`config.mk`:
```
export PLATFORM = sky130hd
export DESIGN_NAME = thermal_packet_min_max_stats
export DESIGN_NICKNAME = d
export VERILOG_FILES = /design/src/hw/rtl/tpmm_pkg.sv /design/src/hw/rtl/tpmm_stats.sv /design/src/hw/rtl/thermal_packet_min_max_stats.sv
export SDC_FILE = /design/constraint.sdc
export NUM_CORES = 1
export LEC_CHECK = 0
export BUFFER_PORTS_ARGS = -buffer_cell sky130_fd_sc_hd__buf_2
export CORE_UTILIZATION = 50
export DETAILED_ROUTE_END_ITERATION = 7
export PLACE_DENSITY_LB_ADDON = 0.05
export SYNTH_ARGS = -nofsm -noshare
export SYNTH_HDL_FRONTEND = slang
export SYNTH_HIERARCHICAL = 1
export SYNTH_SLANG_ARGS = --single-unit
export TNS_END_PERCENT = 1
```
`constraint.sdc`:
```
create_clock -name clk -period 12.1 [get_ports clk]
set_input_delay 0.605 -clock clk [delete_from_list [all_inputs] [get_ports clk]]
set_output_delay 0.605 -clock clk [all_outputs]
set_load 0.02 [all_outputs]
```
`src/hw/rtl/tpmm_pkg.sv`:
```
// ----------------------------------------------------------------------------
// tpmm_pkg
// Frame geometry, packet codes and shared types of the thermal packet stats.
// ----------------------------------------------------------------------------
`timescale 1ns / 1ps
`default_nettype none

package tpmm_pkg;

  localparam int unsigned FRAME_WIDTH  = 32;
  localparam int unsigned FRAME_HEIGHT = 24;
  localparam int unsigned FRAME_PIXELS = FRAME_WIDTH * FRAME_HEIGHT;
  localparam int unsigned MAX_LEN      = 2 * FRAME_PIXELS;

  localparam int unsigned COL_W = $clog2(FRAME_WIDTH);
  localparam int unsigned ROW_W = $clog2(FRAME_HEIGHT);
  localparam int unsigned IDX_W = $clog2(FRAME_PIXELS + 1);
  localparam int unsigned LEN_W = $clog2(MAX_LEN + 1);

  localparam int unsigned CEN_ROW0 = FRAME_HEIGHT / 2 - 1;
  localparam int unsigned CEN_COL0 = FRAME_WIDTH / 2 - 1;

  localparam logic [15:0] SYNC_WORD = 16'h8000;
  localparam logic [15:0] TYPE_MAX  = 16'd3;

  localparam logic [1:0] KIND_CMD  = 2'd0;
  localparam logic [1:0] KIND_DATA = 2'd1;
  localparam logic [1:0] KIND_LOG  = 2'd2;
  localparam logic [1:0] KIND_RSVD = 2'd3;

  localparam logic [2:0] ST_DONE     = 3'd0;
  localparam logic [2:0] ST_CMD      = 3'd1;
  localparam logic [2:0] ST_LOG      = 3'd2;
  localparam logic [2:0] ST_BAD_TYPE = 3'd3;
  localparam logic [2:0] ST_BAD_LEN  = 3'd4;

  typedef struct packed {
    logic             clr_centre;
    logic             pix_take;
    logic             pix_first;
    logic [15:0]      pix_val;
    logic [COL_W-1:0] pix_col;
    logic [ROW_W-1:0] pix_row;
    logic             zero_take;
    logic             zero_first;
    logic [COL_W-1:0] zero_col;
    logic [ROW_W-1:0] zero_row;
  } pix_req_t;

  typedef struct packed {
    logic [15:0]      hot_val;
    logic [COL_W-1:0] hot_col;
    logic [ROW_W-1:0] hot_row;
    logic [15:0]      cold_val;
    logic [COL_W-1:0] cold_col;
    logic [ROW_W-1:0] cold_row;
    logic [17:0]      centre;
  } stats_t;

  function automatic logic [2:0] kind_status(input logic [1:0] kind);
    logic [2:0] st;
    unique case (kind)
      KIND_CMD:  st = ST_CMD;
      KIND_DATA: st = ST_DONE;
      KIND_LOG:  st = ST_LOG;
      KIND_RSVD: st = ST_BAD_TYPE;
      default:   st = ST_BAD_TYPE;
    endcase
    return st;
  endfunction

endpackage

`default_nettype wire

```
`src/hw/rtl/tpmm_stats.sv`:
```
// ----------------------------------------------------------------------------
// tpmm_stats
// Running max/min with position and centre-pixel sum for one frame.
// ----------------------------------------------------------------------------
`timescale 1ns / 1ps
`default_nettype none

module tpmm_stats (
  input  wire logic              clk,
  input  wire logic              rst_n,
  input  wire tpmm_pkg::pix_req_t req,
  output tpmm_pkg::stats_t       stats_nxt
);

  tpmm_pkg::stats_t st_r;
  tpmm_pkg::stats_t st_a;
  tpmm_pkg::stats_t st_b;

  function automatic logic in_centre(input logic [tpmm_pkg::COL_W-1:0] col,
                                     input logic [tpmm_pkg::ROW_W-1:0] row);
    logic row_hit;
    logic col_hit;
    row_hit = (32'(row) == tpmm_pkg::CEN_ROW0) || (32'(row) == tpmm_pkg::CEN_ROW0 + 1);
    col_hit = (32'(col) == tpmm_pkg::CEN_COL0) || (32'(col) == tpmm_pkg::CEN_COL0 + 1);
    return row_hit && col_hit;
  endfunction

  // data pixel first, then the trailing zero pixel
  always_comb begin
    st_a = st_r;
    if (req.clr_centre) begin
      st_a.centre = '0;
    end
    if (req.pix_take) begin
      if (req.pix_first) begin
        st_a.hot_val  = req.pix_val;
        st_a.hot_col  = req.pix_col;
        st_a.hot_row  = req.pix_row;
        st_a.cold_val = req.pix_val;
        st_a.cold_col = req.pix_col;
        st_a.cold_row = req.pix_row;
      end else begin
        if (req.pix_val > st_r.hot_val) begin
          st_a.hot_val = req.pix_val;
          st_a.hot_col = req.pix_col;
          st_a.hot_row = req.pix_row;
        end
        if (req.pix_val < st_r.cold_val) begin
          st_a.cold_val = req.pix_val;
          st_a.cold_col = req.pix_col;
          st_a.cold_row = req.pix_row;
        end
      end
      if (in_centre(req.pix_col, req.pix_row)) begin
        st_a.centre = st_a.centre + {2'b00, req.pix_val};
      end
    end

    st_b = st_a;
    if (req.zero_take) begin
      if (req.zero_first) begin
        st_b.hot_val  = '0;
        st_b.hot_col  = '0;
        st_b.hot_row  = '0;
        st_b.cold_val = '0;
        st_b.cold_col = '0;
        st_b.cold_row = '0;
      end else if (st_a.cold_val != 16'h0000) begin
        st_b.cold_val = '0;
        st_b.cold_col = req.zero_col;
        st_b.cold_row = req.zero_row;
      end
    end
  end

  assign stats_nxt = st_b;

  always_ff @(posedge clk) begin
    if (!rst_n) begin
      st_r <= '0;
    end else begin
      st_r <= st_b;
    end
  end

endmodule

`default_nettype wire

```
`src/hw/rtl/thermal_packet_min_max_stats.sv`:
```
// Output: a result appears on the out_ registers in the cycle after the byte
// that ends its packet is accepted.
// Throughput: one byte per cycle; in_ready drops only while a result waits
// in the output register and out_ready is low.
// Reset: synchronous rst_n clears the parser, the counters, the statistics
// and the output valid.
// ----------------------------------------------------------------------------
// thermal_packet_min_max_stats
// Byte-serial packet parser with per-frame max/min and centre-sum tracking.
// ----------------------------------------------------------------------------
`timescale 1ns / 1ps
`default_nettype none

module thermal_packet_min_max_stats (
  input  wire logic        clk,
  input  wire logic        rst_n,
  input  wire logic        in_valid,
  output logic             in_ready,
  input  wire logic [7:0]  in_rx_byte,
  output logic             out_valid,
  input  wire logic        out_ready,
  output logic [2:0]       out_status,
  output logic [15:0]      out_max_temp,
  output logic [4:0]       out_max_col,
  output logic [4:0]       out_max_row,
  output logic [15:0]      out_min_temp,
  output logic [4:0]       out_min_col,
  output logic [4:0]       out_min_row,
  output logic [17:0]      out_center_sum
);

  localparam logic [1:0] PH_HUNT = 2'd0;
  localparam logic [1:0] PH_TYPE = 2'd1;
  localparam logic [1:0] PH_LEN  = 2'd2;
  localparam logic [1:0] PH_BODY = 2'd3;

  localparam int unsigned COL_W = tpmm_pkg::COL_W;
  localparam int unsigned ROW_W = tpmm_pkg::ROW_W;
  localparam int unsigned IDX_W = tpmm_pkg::IDX_W;
  localparam int unsigned LEN_W = tpmm_pkg::LEN_W;

  logic [1:0]       phase_r,   phase_nxt;
  logic [7:0]       low_r,     low_nxt;
  logic             have_r,    have_nxt;
  logic [1:0]       ptype_r,   ptype_nxt;
  logic [LEN_W-1:0] left_r,    left_nxt;
  logic [IDX_W-1:0] idx_r,     idx_nxt;
  logic [COL_W-1:0] col_r,     col_nxt;
  logic [ROW_W-1:0] row_r,     row_nxt;

  logic             ov_r;
  logic [2:0]       status_r;
  tpmm_pkg::stats_t res_r;

  logic             acc;
  logic [15:0]      word;
  logic             is_data;
  logic [LEN_W-1:0] left_dec;
  logic             last;
  logic             idx_lt;
  logic             idx1_lt;
  logic [COL_W-1:0] col_inc;
  logic [ROW_W-1:0] row_inc;
  logic             produce;
  logic [2:0]       res_status;

  tpmm_pkg::pix_req_t req;
  tpmm_pkg::stats_t   st_nxt;

  tpmm_stats u_stats (
    .clk       (clk),
    .rst_n     (rst_n),
    .req       (req),
    .stats_nxt (st_nxt)
  );

  assign in_ready = !ov_r || out_ready;
  assign acc      = in_valid && in_ready;
  assign word     = {in_rx_byte, low_r};
  assign is_data  = (ptype_r == tpmm_pkg::KIND_DATA);
  assign left_dec = left_r - 1'b1;
  assign last     = (left_dec == '0);
  assign idx_lt   = (32'(idx_r) < tpmm_pkg::FRAME_PIXELS);
  assign idx1_lt  = (32'(idx_r) + 32'd1 < tpmm_pkg::FRAME_PIXELS);

  always_comb begin
    if (32'(col_r) == tpmm_pkg::FRAME_WIDTH - 1) begin
      col_inc = '0;
      row_inc = row_r + 1'b1;
    end else begin
      col_inc = col_r + 1'b1;
      row_inc = row_r;
    end
  end

  always_comb begin
    phase_nxt  = phase_r;
    low_nxt    = low_r;
    have_nxt   = have_r;
    ptype_nxt  = ptype_r;
    left_nxt   = left_r;
    idx_nxt    = idx_r;
    col_nxt    = col_r;
    row_nxt    = row_r;
    req        = '0;
    produce    = 1'b0;
    res_status = tpmm_pkg::ST_DONE;

    if (acc) begin
      unique case (phase_r)
        PH_BODY: begin
          left_nxt = left_dec;
          if (is_data) begin
            if (!have_r) begin
              low_nxt  = in_rx_byte;
              have_nxt = 1'b1;
            end else begin
              have_nxt = 1'b0;
              idx_nxt  = idx_r + 1'b1;
              col_nxt  = col_inc;
              row_nxt  = row_inc;
            end
          end
          req.pix_take  = is_data && idx_lt && (have_r || last);
          req.pix_first = (idx_r == '0);
          req.pix_val   = have_r ? word : {8'h00, in_rx_byte};
          req.pix_col   = col_r;
          req.pix_row   = row_r;
          if (last) begin
            phase_nxt = PH_HUNT;
            have_nxt  = 1'b0;
            produce   = 1'b1;
            if (is_data) begin
              res_status    = tpmm_pkg::ST_DONE;
              req.zero_take = idx1_lt;
              req.zero_col  = col_inc;
              req.zero_row  = row_inc;
            end else begin
              res_status = tpmm_pkg::kind_status(ptype_r);
            end
          end
        end
        default: begin
          if (!have_r) begin
            low_nxt  = in_rx_byte;
            have_nxt = 1'b1;
          end else begin
            have_nxt = 1'b0;
            priority if (phase_r == PH_HUNT) begin
              if (word == tpmm_pkg::SYNC_WORD) begin
                phase_nxt = PH_TYPE;
              end
            end else if (phase_r == PH_TYPE) begin
              if (word > tpmm_pkg::TYPE_MAX) begin
                phase_nxt  = PH_HUNT;
                produce    = 1'b1;
                res_status = tpmm_pkg::ST_BAD_TYPE;
              end else begin
                ptype_nxt = word[1:0];
                phase_nxt = PH_LEN;
              end
            end else begin
              if (32'(word) > tpmm_pkg::MAX_LEN) begin
                phase_nxt  = PH_HUNT;
                produce    = 1'b1;
                res_status = tpmm_pkg::ST_BAD_LEN;
              end else begin
                left_nxt       = LEN_W'(word);
                idx_nxt        = '0;
                col_nxt        = '0;
                row_nxt        = '0;
                low_nxt        = '0;
                req.clr_centre = 1'b1;
                phase_nxt      = PH_BODY;
                if (word == 16'h0000) begin
                  phase_nxt = PH_HUNT;
                  produce   = 1'b1;
                  if (is_data) begin
                    res_status     = tpmm_pkg::ST_DONE;
                    req.zero_take  = 1'b1;
                    req.zero_first = 1'b1;
                  end else begin
                    res_status = tpmm_pkg::kind_status(ptype_r);
                  end
                end
              end
            end
          end
        end
      endcase
    end
  end

  always_ff @(posedge clk) begin
    if (!rst_n) begin
      phase_r <= PH_HUNT;
      low_r   <= '0;
      have_r  <= 1'b0;
      ptype_r <= '0;
      left_r  <= '0;
      idx_r   <= '0;
      col_r   <= '0;
      row_r   <= '0;
    end else begin
      phase_r <= phase_nxt;
      low_r   <= low_nxt;
      have_r  <= have_nxt;
      ptype_r <= ptype_nxt;
      left_r  <= left_nxt;
      idx_r   <= idx_nxt;
      col_r   <= col_nxt;
      row_r   <= row_nxt;
    end
  end

  // hold the result until taken; load a new one on the producing byte
  always_ff @(posedge clk) begin
    if (!rst_n) begin
      ov_r <= 1'b0;
    end else if (produce) begin
      ov_r <= 1'b1;
    end else if (out_ready) begin
      ov_r <= 1'b0;
    end
  end

  always_ff @(posedge clk) begin
    if (produce) begin
      status_r <= res_status;
      res_r    <= (res_status == tpmm_pkg::ST_DONE) ? st_nxt : '0;
    end
  end

  assign out_valid      = ov_r;
  assign out_status     = status_r;
  assign out_max_temp   = res_r.hot_val;
  assign out_max_col    = 5'(res_r.hot_col);
  assign out_max_row    = 5'(res_r.hot_row);
  assign out_min_temp   = res_r.cold_val;
  assign out_min_col    = 5'(res_r.cold_col);
  assign out_min_row    = 5'(res_r.cold_row);
  assign out_center_sum = res_r.centre;

endmodule

`default_nettype wire

```
Word level (Yosys, flattened, before mapping):

Cells that the tools add are included.
Widths: inputs -> output; s select.

* equality and inequality tests: 23
* add/sub/neg operators: 6
* reductions and logical operators: 24
* multiplexer cells: 97
* bitwise logic cells: 3
* magnitude comparators: 6

Operators with widths (number)
* $mux 26: 5
* $mux 52: 2
* $mux 10: 10
* $mux 70: 1
* $mux 5: 12
* $mux 8: 7
* $mux 11: 5
* $mux 41: 1
* $mux 18: 2
* $mux 2: 16
* $mux 28: 1
* $mux 3: 9
* $mux 1: 24
* $add 18x16->18: 1
* $eq 16x16->1 const B: 1
* $gt 16x11->1 const B: 1
* $gt 16x16->1: 1
* $gt 16x2->1 const B: 1
* $logic_not 16->1: 1
* $lt 16x16->1: 1
* $mux 16: 1
* $reduce_bool 16->1: 1
* $eq 5x4->1 const B: 3
* $ne 2x2->1 const B: 7
* other kinds (27): 45

* input bits: 12
* logic and storage cells: 183
* bits in registers: 188
* output and inout bits: 75

Longest topological paths before layout:

Gate-level depths: netlist of the first run.

* depth after elaboration: 18
* depth in mapped cells: 17
* gate-level depth less buffers: 16

By module:

Netlist of the first run, hierarchy kept.

Modules (own cells, without submodules)
* thermal_packet_min_max_stats: area an instance 5909.4 um2, instances 1, cells each 583, seq. area each 3093.0 um2
* tpmm_stats: area an instance 5031.1 um2, instances 1, cells each 621, seq. area each 1401.3 um2

Worst setup path before layout of the first run:

No wires, ideal clock.

* kind: input -> register
* start: input port in_rx_byte[0]
* end: register res_r, in the netlist out_center_sum[0], enable pin
* arrival: 4971 ps
* buffers on the path: 0
* slack: 6624 ps
* cell stages on the path: 6
* setup time: 504 ps
* required time: 11596 ps
* cell sequence: or4_4 > or3_1 > o311ai_1 > and2_1 > nor2_1 > nor2_1

* word-level cells in the longest chain between the ends: 8
* elaborated cells on any way between the ends: 11
* those cells by class: order compare (2); mux (8); reduce/logical (1)

RTL lines
* start: declaration: RTL line thermal_packet_min_max_stats.sv:19 `input wire logic [7:0] in_rx_byte,`
* branches (longest 3 deep; another with $gt 16x11->1)
* $mux 1 (*): RTL line thermal_packet_min_max_stats.sv:153 `end else if (phase_r == PH_TYPE) begin`
* $mux 1 (*): RTL line thermal_packet_min_max_stats.sv:149 `priority if (phase_r == PH_HUNT) begin`
* $mux 1 (*): RTL line thermal_packet_min_max_stats.sv:144 `if (!have_r) begin`
* $mux 1 (*): RTL line thermal_packet_min_max_stats.sv:110 `unique case (phase_r)`
* $mux 1 (*): RTL line thermal_packet_min_max_stats.sv:109 `if (acc) begin`
* net produce: RTL line thermal_packet_min_max_stats.sv:64 `logic produce;`
* end signal: assignment: RTL line thermal_packet_min_max_stats.sv:230 `res_r <= (res_status == tpmm_pkg::ST_DONE) ? st_nxt : '0;`
* end: declaration: RTL line thermal_packet_min_max_stats.sv:53 `tpmm_pkg::stats_t res_r;`

Mark *: on every way through the listed nets, which the timed path passes.
A chain may end at the register's enable or synchronous reset.

==> results of run 1 <==
==> sequential cells by signal, summed over array words and instances (netlist names) <==
name and cells:
col_r 5, have_r 1, idx_r 10, left_r 11, low_r 8, out_center_sum 18
out_max_col 5, out_max_row 5, out_max_temp 16, out_min_col 5, out_min_row 5, out_min_temp 16
out_status 3, out_valid 1, phase_r 2, ptype_r 2, row_r 5, u_stats/st_r 70
==> routing by layer <==
metal,up-vias,GRT usage (%),share of wire (%)
met5,-,0,0
met4,0,8.38,1.6
met3,36,3.81,4.3
met1,4360,36.5,47
met2,236,43.8,47
li1,4437,-,-
==> final timing paths <==
kind                           startpoint                             end  slack [ns]  cells past startpoint
setup / recovery  phase_r[0]$_SDFFE_PN0P_  out_max_temp[15]$_SDFFCE_PP0P_        7.05                     12
hold / removal              in_rx_byte[0]           low_r[0]$_SDFFE_PN0P_        0.45                      3
hold reg to reg   left_r[10]$_SDFFE_PN0P_         left_r[10]$_SDFFE_PN0P_        0.48                      2
setup reg to reg  phase_r[0]$_SDFFE_PN0P_  out_max_temp[15]$_SDFFCE_PP0P_        7.05                     12
==> cells by family after synthesis <==
kind of cell / Yosys count / share of synthesized area [%]
AND/OR/NAND/NOR: 499 / 24.7
multiplexers: 44 / 4.09
AO/OA/AOI/OAI: 268 / 16.3
XOR/XNOR: 26 / 2.08
adder cells (fa/ha/maj): 58 / 6.70
buffers and inverters: 121 / 5.00
flip-flops: 188 / 41.1
==> where the power goes <==
| part | internal (uW) | switching (uW) |
|---|---|---|
| Sequential | 653 | 2.87 |
| Clock | 280 | 289 |
| Combinational | 11.4 | 22.7 |
| Total | 945 | 315 |
==> worst register-to-register path: stages (launching register included) <==
cell and delay [ns]:
dfxtp_1 0.54, inv_1 0.18, nor2_1 0.64, nand2_1 0.46, nor2_1 0.54, ha_1 0.34, nor2b_1 0.14, o31a_1 0.28
o21ai_0 0.27, o2111a_1 0.91, o21ai_0 0.25, a21boi_0 0.24, and2_1 0.14
==> cell type report <==
cell class	instances	area, um^2	share of cell area (%)
well taps	275	344	2.84
inverters	59	221	1.83
flip-flops and latches	188	4490	37.1
clock inverters	15	171	1.41
clock buffers	17	425	3.51
repair buffers	100	536	4.42
multi-input cells	895	5930	48.9
==> per-stage QoR <==
stage / util [%] / instance area, um^2 / hold slack, ns / cells
2_1_floorplan: - / 10900 / 0.454 / 1204
3_5_place_dp: 54.3 / 11500 / 0.474 / 1517
6_report: 57.1 / 12100 / 0.451 / 1549
4_1_cts: 57.1 / 12100 / 0.439 / 1549
3_3_place_gp: 54.3 / 11500 / 0.472 / 1517
5_1_grt: 57.1 / 12100 / 0.456 / 1549
==> layout by cell type (no fill, tap or decap), drive strengths merged, types with 38 or more instances in the layout <==
cell type	instances
ha	57
nor3	40
inv	67
mux2i	38
nand2	74
nand3	61
dfxtp	115
nor2	81
edfxtp	73
buf	100
a21boi	54
and2	100
o21ai	78
==> results.toml, run 1 <==
[status]
outcome = "complete, no violations"

[timing]
rsz0062_at_grt = "false"
tightest_slew_ns = 1.23
fin_crit_ns = 5.05
setup_tns_ns = 0
finalClockSkew_ns = 0.0162
worst_slack_ns = 7.05
hold_viol = 0
maxSlewHeadroom_pct = 17.5
post-route-period-util_pct = 41.7
setup_viol = 0
fmax_mhz = 198
slew_violations = 0

[worst_setup_path]
critical_path.cell_chain = "inv_1, nor2_1, nand2_1, nor2_1, ha_1, nor2b_1, o31a_1, o21ai_0, o2111a_1, o21ai_0, a21boi_0, and2_1"
cp-end-kind = "flip-flop"
cp_slowest_cell = "o2111a_1"
crit_fanout = 26
cp-start-kind = "flip-flop"
slowest_delay_ns = 0.91
crit_required_ns = 12.42
path_buf_inv = 1
critPathKind = "reg2reg"
critPathTopFamily = "compound AO/OA/AOI/OAI gates"
critPathArrivalTime_ns = 5.37

[cts]
clkTransAtPathRegs_ns = 0.08
holdBufCountCts = 0
cts.repair.resized = 0
cts_buffer_depth = 2
cts_tree = "done"
clk_latency_ns = 0.45
clock_sinks = 188
clockRootBuffer = "clkbuf_16"
ctsHtreeMaxLevel = 4
cts_setup_buffers = 0
numCtsBuffers = 17

[job]
maxCapViolCount = 0

[logic_synthesis]
async_flop_share_pct = 0
syn_avg_cell_area_um2 = 9.09
synth_top_area_share_pct = 21.0
yosysMostFrequentCell = "dfxtp_1"
syn-num-nets = 1274
synth_edf_count = 73
synth-seq-cells = 188
yosys.area.top_type = "dfxtp_1"
syn_inst = 1204
synth_seq_area_share_pct = 41.1
synthesis.area_um2 = 10900
synthTopCellsByCount = "dfxtp_1, and2_1, nor2_1"
ys_types = 75
yosys_warnings = 6
synth_ff_type = "dfxtp_1"
synthTopCellsByArea = "dfxtp_1, edfxtp_1, ha_1"

[placed_design]
globalplace.congestion = 0.926
port_buffers = 86
dp_hpwl_mm = 19.9
post-place-ws_ns = 7.09

[grt]
grt_max_degree = 71
grt_usage_pct = 26.8
grt_pass1_wl_mm = 46.6
gr-total-overflow = 0
antenna_found_initial = 0
grt_pass1_vias = 8671

[die]
dieArea_um2 = 22500
dieWidth_um = 150
row_count = 53
die_y_um = 150
initial_utilization_pct = 51.6
ioPinCount = 87
core-area_um2 = 21200

[detailed_routing]
drt_pass1_iterations = 5
detail_route.vias_per_cell = 5.85
wl_mm = 28.8
first_iter_violations = 676
wl_per_cell_um = 18.6
vias = 9069
drc = 0
ant_nets = 0

[final_layout]
fillCellCount = 1928
drive_gt1_share_pct = 13.3
final_nets = 1331
areaGrowthSynthToFinish_pct = 10.8
antenna_cells = 0

[worst_hold_path]
hold_path_class = "in2reg"

[power_and_ir_drop]
leakage_uw = 0.00497
ir_drop_mv = 0.0939
fin_total_pwr_uw = 1260
powerDensity_nw_per_um2 = 104
No activity file was read; power rests on OpenSTA's default activity.
==> run 2: changes to the inputs <==
clock period = 4.45 ns   (was 12.1 ns; I/O delays follow)
==> run 2 against run 1 <==
  * Sequential power rose to 2.7 times the previous value
  * Combinational power increased to 2.8 times the previous value
  * Hold slack worse by 0.40 ns
  * Critical path depth up 3
  * Final cell count increased by 2.4%
==> results.toml, run 2 (synthesized netlist as in run 1, its figures left out) <==
[status]
outcome = "complete, no violations"

[final_layout]
fillCellCount = 1955
mostFrequentLayoutCells = "dfxtp_1, and2_1, buf_2"
final_common_cell = "dfxtp_1"
multi_input_area_um2 = 5970
final_nets = 1368
finalNonFillerCells = 1586
post-route-util_pct = 58.7
seq_area_um2 = 4490
areaGrowthSynthToFinish_pct = 13.9
largest-register = "u_stats/st_r"
fin_area_um2 = 12500
antenna_cells = 0
largest_reg_flops = 70
drive_gt1_share_pct = 16.1

[detailed_routing]
first_iter_violations = 792
ant_nets = 0
drt_pass1_iterations = 5
wl_per_cell_um = 17.3
detail_route.vias_per_cell = 5.69
wl_mm = 27.5
vias = 9019
drc = 0

[worst_setup_path]
cp_slowest_cell = "or4_4"
critPathArrivalTime_ns = 4.39
cp-end-kind = "flip-flop"
critPathTopFamily = "compound AO/OA/AOI/OAI gates"
path_buf_inv = 1
slowest_delay_ns = 0.58
critical_path.cell_chain = "or4_4, o311ai_4, nand2_1, nor3_4, nand2b_1, inv_1, ha_1, a211oi_2, o21ai_1, a41o_1, a2111oi_4, nor2_1, xor2_1, mux2_2, and2_1"
crit_fanout = 5
crit_required_ns = 4.63
critPathKind = "reg2reg"
cp-start-kind = "flip-flop"

[worst_hold_path]
hold_path_class = "in2reg"

[grt]
antenna_found_initial = 0
grt_usage_pct = 25.7
grt_pass1_vias = 8732
grt_max_degree = 71
grt_pass1_wl_mm = 45.4
gr-total-overflow = 0

[timing]
hold_viol = 0
maxSlewHeadroom_pct = 25.6
setup_viol = 0
post-route-period-util_pct = 94.6
hold_slack_ns = 0.0522
finalClockSkew_ns = 0.0115
fin_crit_ns = 4.21
slew_violations = 0
fmax_mhz = 238
tightest_slew_ns = 1.12

[placed_design]
post-place-cells = 1553
dp_hpwl_mm = 19.6
port_buffers = 86
globalplace.congestion = 0.901
dpl_cell_area_um2 = 11800

[cts]
clock_sinks = 188
clk_latency_ns = 0.43
clockRootBuffer = "clkbuf_16"
clkTransAtPathRegs_ns = 0.07
ctsHtreeMaxLevel = 4
numCtsBuffers = 17
cts_tree = "done"
cts_buffer_depth = 2

[die]
core-area_um2 = 21200
initial_utilization_pct = 51.6
row_count = 53
dieWidth_um = 150
die_y_um = 150
ioPinCount = 87
dieArea_um2 = 22500

[job]
maxCapViolCount = 0

[power_and_ir_drop]
ir_drop_mv = 0.254
powerDensity_nw_per_um2 = 276
leakage_uw = 0.00516
-- run 2: what timing repair did --
action                     in CTS  in global routing
resized for setup               0                  6
setup endpoints to repair       0                  7
hold buffers                    0                  0
setup buffers                   0                  1
-- run 2: area by class of cell --
class	instances	share of cell area [%]
repair buffers	137	6.63
clock buffers	17	3.41
clock inverters	15	1.41
well taps	275	2.76
inverters	59	1.78
flip-flops and latches	188	36.1
multi-input cells	895	47.9
-- run 2: through the flow --
| stage | setup TNS (ns) | setup slack [ns] | total power (uW) |
|---|---|---|---|
| 2_1_floorplan | -0.305 | -0.174 | 1880 |
| 3_3_place_gp | 0 | 0.246 | 1920 |
| 3_5_place_dp | 0 | 0.104 | 1920 |
| 4_1_cts | 0 | 0.0389 | 3460 |
| 5_1_grt | -0.0194 | -0.0129 | 3550 |
| 6_report | 0 | 0.240 | 3440 |
-- run 2: final timing paths --
path	from	slack, ns	to	cells after the start
max	low_r[4]$_SDFFE_PN0P_	0.24	out_center_sum[15]$_SDFFCE_PP0P_	15
min	in_rx_byte[6]	0.05	low_r[6]$_SDFFE_PN0P_	3
max reg2reg	low_r[4]$_SDFFE_PN0P_	0.24	out_center_sum[15]$_SDFFCE_PP0P_	15
min reg2reg	row_r[4]$_SDFFE_PN0P_	0.50	row_r[4]$_SDFFE_PN0P_	1
-- run 2: per-layer routing --
metal,vias up,share of wire [%],GRT usage (%)
li1,4509,-,-
met4,0,1.4,7.42
met2,223,46,41.1
met3,21,4.0,3.63
met5,-,0,0
met1,4266,49,35.9
-- run 2: power breakdown --
group | switching [uW] | internal [uW]
clock | 754 | 806
sequential | 8.08 | 1780
combinational | 60.6 | 33.2
-- run 2: worst reg2reg max path: stages, from the launching register on --
cell,delay [ns]
dfxtp_1,0.34
or4_4,0.58
o311ai_4,0.34
nand2_1,0.17
nor3_4,0.18
nand2b_1,0.22
inv_1,0.07
ha_1,0.31
a211oi_2,0.28
o21ai_1,0.13
a41o_1,0.30
a2111oi_4,0.39
nor2_1,0.10
xor2_1,0.16
mux2_2,0.26
and2_1,0.13
==> run 3: changes to the inputs <==
ABC_CLOCK_PERIOD_IN_PS = 4500   (was default)
clock period = 4.5 ns   (was 4.45 ns; I/O delays follow)
==> run 3 against run 2 <==
  * Final area shrank 0.71%
  * Routed wire length grew 0.76%
  * Power shrank 2.6%
  * Critical path depth shrank 1
  * Clock-buffer cell count is the same
  * Utilization shrank 0.42 points
  * Critical path type unchanged
  * Critical endpoint is now out_max_temp[2]$_SDFFCE_PP0P_
==> results.toml, run 3 (synthesized netlist as in run 1, its figures left out) <==
[power_and_ir_drop]
p_clk_share_pct = 44.6
power_frac_comb_pct = 2.7
leakage_uw = 0.00511
swShare_pct = 23.2
power_frac_seq_pct = 52.7
switchingPower_uw = 777
powerDensity_nw_per_um2 = 271
ir_drop_mv = 0.230
fin_total_pwr_uw = 3350
intPower_uw = 2570

[final_layout]
final_common_cell = "dfxtp_1"
drive_gt1_share_pct = 15.5
mostFrequentLayoutCells = "dfxtp_1, and2_1, buf_2"
largest_reg_flops = 70
fin_area_um2 = 12400
final_nets = 1362
areaGrowthSynthToFinish_pct = 13.1
fillCellCount = 1940
post-route-util_pct = 58.3
largest-register = "u_stats/st_r"
finalNonFillerCells = 1581
multi_input_area_um2 = 5950
seq_area_um2 = 4490

[placed_design]
dpl_cell_area_um2 = 11800
dp_hpwl_mm = 19.8
post-place-ws_ns = 0.179
port_buffers = 86
post-place-cells = 1548
globalplace.congestion = 0.904

[detailed_routing]
drt_pass1_iterations = 5
vias = 9141
wl_mm = 27.7
first_iter_violations = 745
detail_route.vias_per_cell = 5.78
ant_nets = 0
drc = 0
wl_per_cell_um = 17.5

[timing]
maxSlewHeadroom_pct = 16.0
rsz0062_at_grt = "false"
finalClockSkew_ns = 0.0165
fin_crit_ns = 4.30
worst_slack_ns = 0.203
hold_viol = 0
tightest_slew_ns = 1.25
slew_violations = 0
post-route-period-util_pct = 95.5
fmax_mhz = 233
setup_viol = 0

[worst_setup_path]
critPathArrivalTime_ns = 4.49
crit_required_ns = 4.69
cp_slowest_cell = "nor2_1"
cp-end-kind = "flip-flop"
cp-start-kind = "flip-flop"
crit_fanout = 17
critical_path.cell_chain = "inv_1, nor2_1, nand2_1, nor2_1, ha_1, nand3_1, a21oi_1, o31a_1, o21ai_0, o2111ai_2, buf_4, nand3_1, a21boi_0, and2_1"
rrSetupSlack_ns = 0.20
slowest_delay_ns = 0.64
critPathKind = "reg2reg"
reg2reg_from = "phase_r[0]$_SDFFE_PN0P_"
reg2reg_depth = 14
r2r_end = "out_max_temp[2]$_SDFFCE_PP0P_"

[grt]
grt_pass1_vias = 8598
grt_usage_pct = 25.6
antenna_found_initial = 1
grt_max_degree = 71
grt_pass1_wl_mm = 45.1
gr-total-overflow = 0

[die]
dieArea_um2 = 22500
die_y_um = 150
core-area_um2 = 21200
initial_utilization_pct = 51.6
row_count = 53
dieWidth_um = 150
ioPinCount = 87

[worst_hold_path]
worstHoldPathCells = 3
worstHoldEndpoint = "low_r[5]$_SDFFE_PN0P_"
min-delay-start = "in_rx_byte[5]"
hold_path_class = "in2reg"

[cts]
clockRootBuffer = "clkbuf_16"
clock_sinks = 188
holdBufCountCts = 0
clkTransAtPathRegs_ns = 0.07
ctsHtreeMaxLevel = 4
cts_setup_buffers = 0
cts_buffer_depth = 2
clk_latency_ns = 0.43
numCtsBuffers = 17
cts_tree = "done"

[status]
outcome = "complete, no violations"

[job]
maxCapViolCount = 0
run 3: changes by cell type in the layout (fill, tap and decap cells not counted), sizes merged:
cell / change
buf: -6
clkinv: +1
clkinvlp: +1
diode: +1
inv: -2
run 3: power by group through the flow:
stage | clock [uW] | sequential (uW) | combinational (uW)
global placement | 0 | 1800 | 92.1
global route | 1590 | 1770 | 100
CTS | 1520 | 1770 | 90.9
floorplan | 0 | 1800 | 61.4
finish | 1490 | 1770 | 91.6
detailed placement | 0 | 1800 | 90.6
run 3: per-layer routing:
| layer | up-vias | track usage, % | routed length (um) |
|---|---|---|---|
| met5 | - | 0 | 0 |
| li1 | 4514 | - | - |
| met4 | 0 | 6.92 | 374 |
| met1 | 4358 | 35.3 | 13300 |
| met2 | 248 | 41.8 | 12700 |
| met3 | 21 | 3.69 | 1250 |
run 3: layout make-up:
| cell class | count | area share (%) |
|---|---|---|
| multi-input cells | 895 | 48.1 |
| clock inverters | 15 | 1.26 |
| flip-flops and latches | 188 | 36.3 |
| repair buffers | 131 | 6.31 |
| clock buffers | 17 | 3.44 |
| inverters | 59 | 1.79 |
| diodes | 1 | 0.0202 |
| well taps | 275 | 2.78 |
run 3: stage by stage:
step | setup TNS [ns] | hold WS (ns)
global route | 0 | 0.0848
floorplan | -0.200 | 0.324
global placement | 0 | 0.474
CTS | 0 | 0.0461
detailed placement | 0 | 0.480
finish | 0 | 0.0688
run 3: timing repair:
action                     in CTS  in global routing
hold endpoints to repair        0                  0
setup endpoints to repair       0                  2
resized for setup               0                  2
run 3: worst max-delay path by stage:
stage	start	endpoint	slack (ns)
after floorplan	low_r[4]$_SDFFE_PN0P_	out_center_sum[15]$_SDFFCE_PP0P_	-0.12
after global routing	low_r[4]$_SDFFE_PN0P_	out_center_sum[15]$_SDFFCE_PP0P_	0.02
after CTS	low_r[5]$_SDFFE_PN0P_	out_center_sum[16]$_SDFFCE_PP0P_	0.16
after detailed placement	low_r[5]$_SDFFE_PN0P_	out_center_sum[16]$_SDFFCE_PP0P_	0.18
final	phase_r[0]$_SDFFE_PN0P_	out_max_temp[2]$_SDFFCE_PP0P_	0.20
after global placement	low_r[4]$_SDFFE_PN0P_	out_center_sum[16]$_SDFFCE_PP0P_	0.28
run 3: critical path: cells and delay by family, from the launching register on:
family                   cells  cell delay [ns]
adder cells (fa/ha/maj)      1             0.36
AO/OA/AOI/OAI                5             1.09
flip-flops                   1             0.56
buffers and inverters        2             0.53
AND/OR/NAND/NOR              6             1.50
